`src/sv/ctm_pkg.sv`:
```
// Shared types, codes and constants for the cascaded reload timer block.
`timescale 1ns / 1ps

package ctm_pkg;

    // Operation codes carried by an input beat
    typedef enum logic [1:0] {
        OP_TICK  = 2'd0,
        OP_WRITE = 2'd1,
        OP_READ  = 2'd2,
        OP_NONE  = 2'd3
    } op_t;

    // Byte select inside one timer's four-byte window
    typedef enum logic [1:0] {
        BYTE_LOW   = 2'd0,
        BYTE_HIGH  = 2'd1,
        BYTE_CTL   = 2'd2,
        BYTE_SPARE = 2'd3
    } byte_sel_t;

    // Control byte bit positions
    localparam int CTL_ENABLE_BIT  = 7;
    localparam int CTL_IRQ_BIT     = 6;
    localparam int CTL_CASCADE_BIT = 2;

    localparam int COUNT_W    = 16;
    localparam int PRESCALE_W = 11;
    localparam int MASK_W     = 4;

    // Command from the input stage to every channel
    typedef struct packed {
        logic       tick;
        logic       wr;
        logic [1:0] timer_sel;
        byte_sel_t  byte_sel;
        logic [7:0] data;
    } chan_cmd_t;

    // Readable state of one channel
    typedef struct packed {
        logic [COUNT_W-1:0] count;
        logic [7:0]         ctl_low;
        logic [7:0]         ctl_high;
    } chan_stat_t;

    // Prescaler period for a select code: 1, 64, 256 or 1024 ticks
    function automatic logic [PRESCALE_W-1:0] prescale_period(input logic [1:0] sel);
        logic [PRESCALE_W-1:0] period;
        unique case (sel)
            2'd0:    period = PRESCALE_W'(1);
            2'd1:    period = PRESCALE_W'(64);
            2'd2:    period = PRESCALE_W'(256);
            default: period = PRESCALE_W'(1024);
        endcase
        return period;
    endfunction

endpackage

```
`src/sv/ctm_channel.sv`:
```
// One timer channel: reload latch, control bytes, prescaler and 16-bit counter.
`timescale 1ns / 1ps

module ctm_channel
    import ctm_pkg::*;
#(
    parameter int CHAN_INDEX = 0
)
(
    input  logic       clk,
    input  logic       rst_n,
    input  logic       step,
    input  chan_cmd_t  cmd,
    input  logic       prev_ovf,
    output logic       ovf,
    output logic       irq,
    output chan_stat_t stat
);

    logic [COUNT_W-1:0]    count_reg, count_next;
    logic [COUNT_W-1:0]    reload_reg, reload_next;
    logic [7:0]            ctl_low_reg, ctl_low_next;
    logic [7:0]            ctl_high_reg, ctl_high_next;
    logic [PRESCALE_W-1:0] presc_reg, presc_next;

    logic                  selected;
    logic                  enabled;
    logic                  cascaded;
    logic                  fire;
    logic [PRESCALE_W-1:0] presc_inc;

    assign selected  = (cmd.timer_sel == 2'(CHAN_INDEX));
    assign enabled   = ctl_low_reg[CTL_ENABLE_BIT];
    assign cascaded  = (CHAN_INDEX != 0) && ctl_low_reg[CTL_CASCADE_BIT];
    assign presc_inc = presc_reg + PRESCALE_W'(1);

    always_comb
    begin
        count_next    = count_reg;
        reload_next   = reload_reg;
        ctl_low_next  = ctl_low_reg;
        ctl_high_next = ctl_high_reg;
        presc_next    = presc_reg;
        fire          = 1'b0;
        ovf           = 1'b0;

        if (cmd.tick && enabled)
        begin
            if (cascaded)
            begin
                fire = prev_ovf;
            end
            else if (presc_inc >= prescale_period(ctl_low_reg[1:0]))
            begin
                fire       = 1'b1;
                presc_next = '0;
            end
            else
            begin
                presc_next = presc_inc;
            end

            if (fire)
            begin
                if (count_reg == {COUNT_W{1'b1}})
                begin
                    ovf        = 1'b1;
                    count_next = reload_reg;
                end
                else
                begin
                    count_next = count_reg + COUNT_W'(1);
                end
            end
        end

        if (cmd.wr && selected)
        begin
            unique case (cmd.byte_sel)
                BYTE_LOW:   reload_next[7:0]  = cmd.data;
                BYTE_HIGH:  reload_next[15:8] = cmd.data;
                BYTE_CTL:
                begin
                    // rising enable loads the counter from the latch
                    if (!enabled && cmd.data[CTL_ENABLE_BIT])
                        count_next = reload_reg;
                    ctl_low_next = cmd.data;
                end
                BYTE_SPARE: ctl_high_next = cmd.data;
            endcase
        end
    end

    assign irq           = ovf && ctl_low_reg[CTL_IRQ_BIT];
    assign stat.count    = count_reg;
    assign stat.ctl_low  = ctl_low_reg;
    assign stat.ctl_high = ctl_high_reg;

    always_ff @(posedge clk or negedge rst_n)
    begin
        if (!rst_n)
        begin
            count_reg    <= '0;
            reload_reg   <= '0;
            ctl_low_reg  <= '0;
            ctl_high_reg <= '0;
            presc_reg    <= '0;
        end
        else if (step)
        begin
            count_reg    <= count_next;
            reload_reg   <= reload_next;
            ctl_low_reg  <= ctl_low_next;
            ctl_high_reg <= ctl_high_next;
            presc_reg    <= presc_next;
        end
    end

endmodule

```
`src/sv/four_channel_cascade_timer.sv`:
```
// Top level of the four-channel cascaded reload timer with byte register window.
`timescale 1ns / 1ps

// Channel   Handshake             Fields
// input     in_valid / in_ready   operation, reg_offset, write_data
// output    out_valid / out_ready read_data, overflow_mask, irq_mask
//
// Each beat passes through the input register and then the result register,
// and one beat is taken every cycle while the result is not stalled.
// The channel state updates at the edge a beat moves from the input register
// to the result register, so the next beat sees it directly.
// Reset clears all counters, latches, control bytes and prescalers.
// A stalled result holds its register; the input register still takes a beat
// while it is empty and holds it until the result register frees up.

module four_channel_cascade_timer
    import ctm_pkg::*;
#(
    parameter int NUM_TIMERS = 4
)
(
    input  logic              clk,
    input  logic              rst_n,
    input  logic              in_valid,
    output logic              in_ready,
    input  logic [1:0]        operation,
    input  logic [3:0]        reg_offset,
    input  logic [7:0]        write_data,
    output logic              out_valid,
    input  logic              out_ready,
    output logic [7:0]        read_data,
    output logic [MASK_W-1:0] overflow_mask,
    output logic [MASK_W-1:0] irq_mask
);

    // Input register
    logic       in_valid_reg;
    logic [1:0] op_reg;
    logic [3:0] offset_reg;
    logic [7:0] data_reg;

    // Result register
    logic              out_valid_reg;
    logic [7:0]        read_data_reg, read_data_next;
    logic [MASK_W-1:0] ovf_mask_reg, ovf_mask_next;
    logic [MASK_W-1:0] irq_mask_reg, irq_mask_next;

    logic       step;
    chan_cmd_t  cmd;

    chan_stat_t      stat [NUM_TIMERS];
    logic [NUM_TIMERS-1:0] ovf_chain;
    logic [NUM_TIMERS-1:0] ovf_vec;
    logic [NUM_TIMERS-1:0] irq_vec;

    // Advance the held beat whenever the result register is free or drains now
    assign step     = in_valid_reg && (!out_valid_reg || out_ready);
    assign in_ready = !in_valid_reg || step;

    assign cmd.tick      = (op_t'(op_reg) == OP_TICK);
    assign cmd.wr        = (op_t'(op_reg) == OP_WRITE);
    assign cmd.timer_sel = offset_reg[3:2];
    assign cmd.byte_sel  = byte_sel_t'(offset_reg[1:0]);
    assign cmd.data      = data_reg;

    // Timer 0 has no predecessor; each later timer sees the overflow of the
    // one before it in this same tick.
    assign ovf_chain[0] = 1'b0;

    for (genvar i = 0; i < NUM_TIMERS; i++)
    begin : g_chan
        ctm_channel #(
            .CHAN_INDEX (i)
        ) u_chan (
            .clk      (clk),
            .rst_n    (rst_n),
            .step     (step),
            .cmd      (cmd),
            .prev_ovf (ovf_chain[i]),
            .ovf      (ovf_vec[i]),
            .irq      (irq_vec[i]),
            .stat     (stat[i])
        );
        if (i + 1 < NUM_TIMERS)
        begin : g_link
            assign ovf_chain[i+1] = ovf_vec[i];
        end
    end

    // Build the result: read byte, or overflow and interrupt masks on a tick
    always_comb
    begin
        read_data_next = '0;
        ovf_mask_next  = '0;
        irq_mask_next  = '0;

        if (cmd.tick)
        begin
            ovf_mask_next = MASK_W'(ovf_vec);
            irq_mask_next = MASK_W'(irq_vec);
        end

        if (op_t'(op_reg) == OP_READ)
        begin
            for (int i = 0; i < NUM_TIMERS; i++)
            begin
                if (cmd.timer_sel == 2'(i))
                begin
                    unique case (cmd.byte_sel)
                        BYTE_LOW:   read_data_next = stat[i].count[7:0];
                        BYTE_HIGH:  read_data_next = stat[i].count[15:8];
                        BYTE_CTL:   read_data_next = stat[i].ctl_low;
                        BYTE_SPARE: read_data_next = stat[i].ctl_high;
                    endcase
                end
            end
        end
    end

    // Control flags
    always_ff @(posedge clk or negedge rst_n)
    begin
        if (!rst_n)
        begin
            in_valid_reg  <= 1'b0;
            out_valid_reg <= 1'b0;
        end
        else
        begin
            if (in_ready)
                in_valid_reg <= in_valid;
            if (step)
                out_valid_reg <= 1'b1;
            else if (out_ready)
                out_valid_reg <= 1'b0;
        end
    end

    // Payload registers
    always_ff @(posedge clk)
    begin
        if (in_ready && in_valid)
        begin
            op_reg     <= operation;
            offset_reg <= reg_offset;
            data_reg   <= write_data;
        end
        if (step)
        begin
            read_data_reg <= read_data_next;
            ovf_mask_reg  <= ovf_mask_next;
            irq_mask_reg  <= irq_mask_next;
        end
    end

    assign out_valid     = out_valid_reg;
    assign read_data     = read_data_reg;
    assign overflow_mask = ovf_mask_reg;
    assign irq_mask      = irq_mask_reg;

`ifndef SYNTHESIS
    // An interrupt is only reported for a timer that overflowed
    a_irq_in_ovf: assert property (@(posedge clk) disable iff (!rst_n)
        out_valid_reg |-> ((irq_mask_reg & ~ovf_mask_reg) == '0))
        else $error("irq mask reports a timer without overflow");

    // A read beat never carries overflow bits
    a_read_no_ovf: assert property (@(posedge clk) disable iff (!rst_n)
        (out_valid_reg && (read_data_reg != 8'd0)) |-> (ovf_mask_reg == '0))
        else $error("nonzero read byte together with overflow bits");

    // Timers that are not built never report overflow
    a_ovf_range: assert property (@(posedge clk) disable iff (!rst_n)
        out_valid_reg |-> ((ovf_mask_reg >> NUM_TIMERS) == '0))
        else $error("overflow reported for a timer that does not exist");

    // A stepped beat always lands in the result register
    a_step_lands: assert property (@(posedge clk) disable iff (!rst_n)
        step |=> out_valid_reg)
        else $error("stepped beat lost before the result register");
`endif

endmodule
```
`config.mk`:
```
export PLATFORM = sky130hd
export DESIGN_NAME = four_channel_cascade_timer
export DESIGN_NICKNAME = d
export VERILOG_FILES = /design/src/sv/ctm_pkg.sv /design/src/sv/ctm_channel.sv /design/src/sv/four_channel_cascade_timer.sv
export SDC_FILE = /design/constraint.sdc
export NUM_CORES = 1
export LEC_CHECK = 0
export ABC_AREA = 1
export BUFFER_PORTS_ARGS = -buffer_cell sky130_fd_sc_hd__buf_4
export CAP_MARGIN = 20
export CORE_UTILIZATION = 55
export DETAILED_ROUTE_END_ITERATION = 8
export PLACE_DENSITY = 0.7
export SLEW_MARGIN = 0
export SYNTH_ARGS = -nofsm -noshare
export SYNTH_HDL_FRONTEND = slang
export SYNTH_HIERARCHICAL = 1
export SYNTH_SLANG_ARGS = --single-unit
```
`constraint.sdc`:
```
create_clock -name clk -period 14.3 [get_ports clk]
set_input_delay 2.86 -clock clk [delete_from_list [all_inputs] [get_ports clk]]
set_output_delay 2.86 -clock clk [all_outputs]
set_load 0.02 [all_outputs]
```
==> out/results.ini <==
[outcome]
status = completed

[sta]
worst_clock_skew_ns = 0.01431
rsz0062_at_grt = false
min_period_over_period_pct = 48.55
setup_viol = 0
finalCriticalPeriod_ns = 6.943
timing.final.hold_violations = 0
setup_tns_ns = 0
slew_headroom_pct = 36.46
slew_violations = 0
fmax_ghz = 0.1440
hold_ws_ns = 0.4863
worstMarginPinSlew_ns = 0.9531

[layout]
nFillCells = 2780
area_growth_pct = 8.637
drive_above_1_share_pct = 10.40
utilization_pct = 61.10
diodes = 0
fin_cells = 2755
num-nets-final = 2385

[clocking]
clk_pin_slew_ns = 0.06
clk_latency_ns = 0.56
post-cts-setup-buffer-count = 0
cts_buffer_depth = 3
cts_num_sinks = 268
cts-root-buf = clkbuf_16
cts_hold_buf = 0
cts_max_level = 1
cts_tree = done
ctsResizeCount = 0
cts_buffers = 31

[floorplan]
fp.dieW_um = 176.8
die_h_um = 176.8
ios = 36
die_area_sq_um = 31250
initial_core_util_pct = 56.25
rows = 63
coreArea_sq_um = 29870

[placement]
dp_cells = 2700
port_buffers = 35
routabilityCongestion = 0.8923
dp_hpwl_um = 30690

[yosys]
yosysWarnings = 6
synth_cells = 2338
synth_fp_nets = 2380
syn_avg_cell_area_sq_um = 7.187
netlist_area_sq_um = 16800

[global_route]
grt_pass1_vias = 14650
antenna_found_initial = 0
grt_pass1_wl_um = 74940
grt_max_degree = 101
grt_use_total_pct = 29.83
grt_overflow = 0

[power]
ir_drop_v = 0.0001325
power.density_nw_per_um2 = 138.4
cellLeakagePower_nw = 9.188
power_mw = 2.526

[critical_path]
required_ns = 14.70
cp_common_cell = nor2_1
cp-end-kind = flop
critPathArrivalTime_ns = 7.35
max_stage_delay_ns = 0.65
r2r.worst_path.cells = 31
slowest_stage = nor2_2
worst-path-max-fanout = 21
timing_worst_setup_path_type = reg -> reg
startpoint_type = flop

[min_path]
hp-class = reg -> reg
whs_path_depth = 2

[run]
drv_cap = 0

[drt]
ant_nets = 0
wl_per_cell_um = 16.39
first_pass_iters = 5
via_per_inst = 5.652
post-route-drc-count = 0
wirelength_um = 45160
drt_iter0_markers = 1531
vias = 15570

## per-stage QoR
step	setup WS, ns	instance area, sq um
finish	7.357	18260
global route	6.552	18260
CTS	7.430	18260
detailed placement	7.464	17210
global placement	7.539	17210
floorplan	7.844	16800
## report_power, final
group	leakage (nW)	switching (mW)	internal, mW
Clock	0.519	0.313	0.484
Sequential	3.53	0.237	0.913
Combinational	5.13	0.349	0.231
Total	9.19	0.899	1.63
## cell usage in the layout, fill, tap and decap left out, drive strengths merged, types with 6 or more instances in the layout
cell	count
nand3	279
nand2	782
nor3	28
buf	49
clkbuf	48
o21ai	267
clkinv	9
a21oi	11
nor2	202
dfrtp	238
ha	24
or2	19
xnor2	10
o22ai	21
edfxtp	30
o21bai	6
xor2	34
mux2i	6
nand4	29
inv	251
## worst max-delay path: cells and delay by family (launching register included)
kind	cells	cell delay, ns
fa+ha+maj	2	0.57
xor+xnor	1	0.10
buf+inv	2	0.09
flops	1	0.43
simple gates	26	5.58
## final timing paths
path | end | slack (ns) | startpoint
worst max-delay path | irq_mask[3] | 7.36 | g_chan[0].u_chan/presc_reg[0]
worst min-delay path | g_chan[1].u_chan/ctl_low_reg[4] | 0.49 | g_chan[1].u_chan/ctl_low_reg[4]
worst max register to register | irq_mask[3] | 7.36 | g_chan[0].u_chan/presc_reg[0]
worst min register to register | g_chan[1].u_chan/ctl_low_reg[4] | 0.49 | g_chan[1].u_chan/ctl_low_reg[4]
max in group asynchronous | g_chan[3].u_chan/reload_reg[8] | 9.58 | rst_n
min in group asynchronous | g_chan[1].u_chan/presc_reg[4] | 2.34 | rst_n
## layout make-up
class                           instances  area (sq um)  share of cell area, %
Timing Repair Buffer                   49         375.4                  2.056
Clock buffer                           48         980.9                  5.374
Multi-Input combinational cell       1738          8533                  46.74
Clock inverter                          7         62.56                 0.3427
Sequential cell                       268          6857                  37.56
Inverter                              255         958.4                  5.250
Tap cell                              390         488.0                  2.673
## per-layer routing
layer  vias to the layer above  share of wire (%)  track usage [%]
li1                       7562                  -                -
met1                      7361                 45            42.01
met2                       553                 45            47.24
met3                        95                6.8            4.317
met4                         0                3.1            9.698
met5                         -                  0                0
Power figures use the tool's default switching activity.
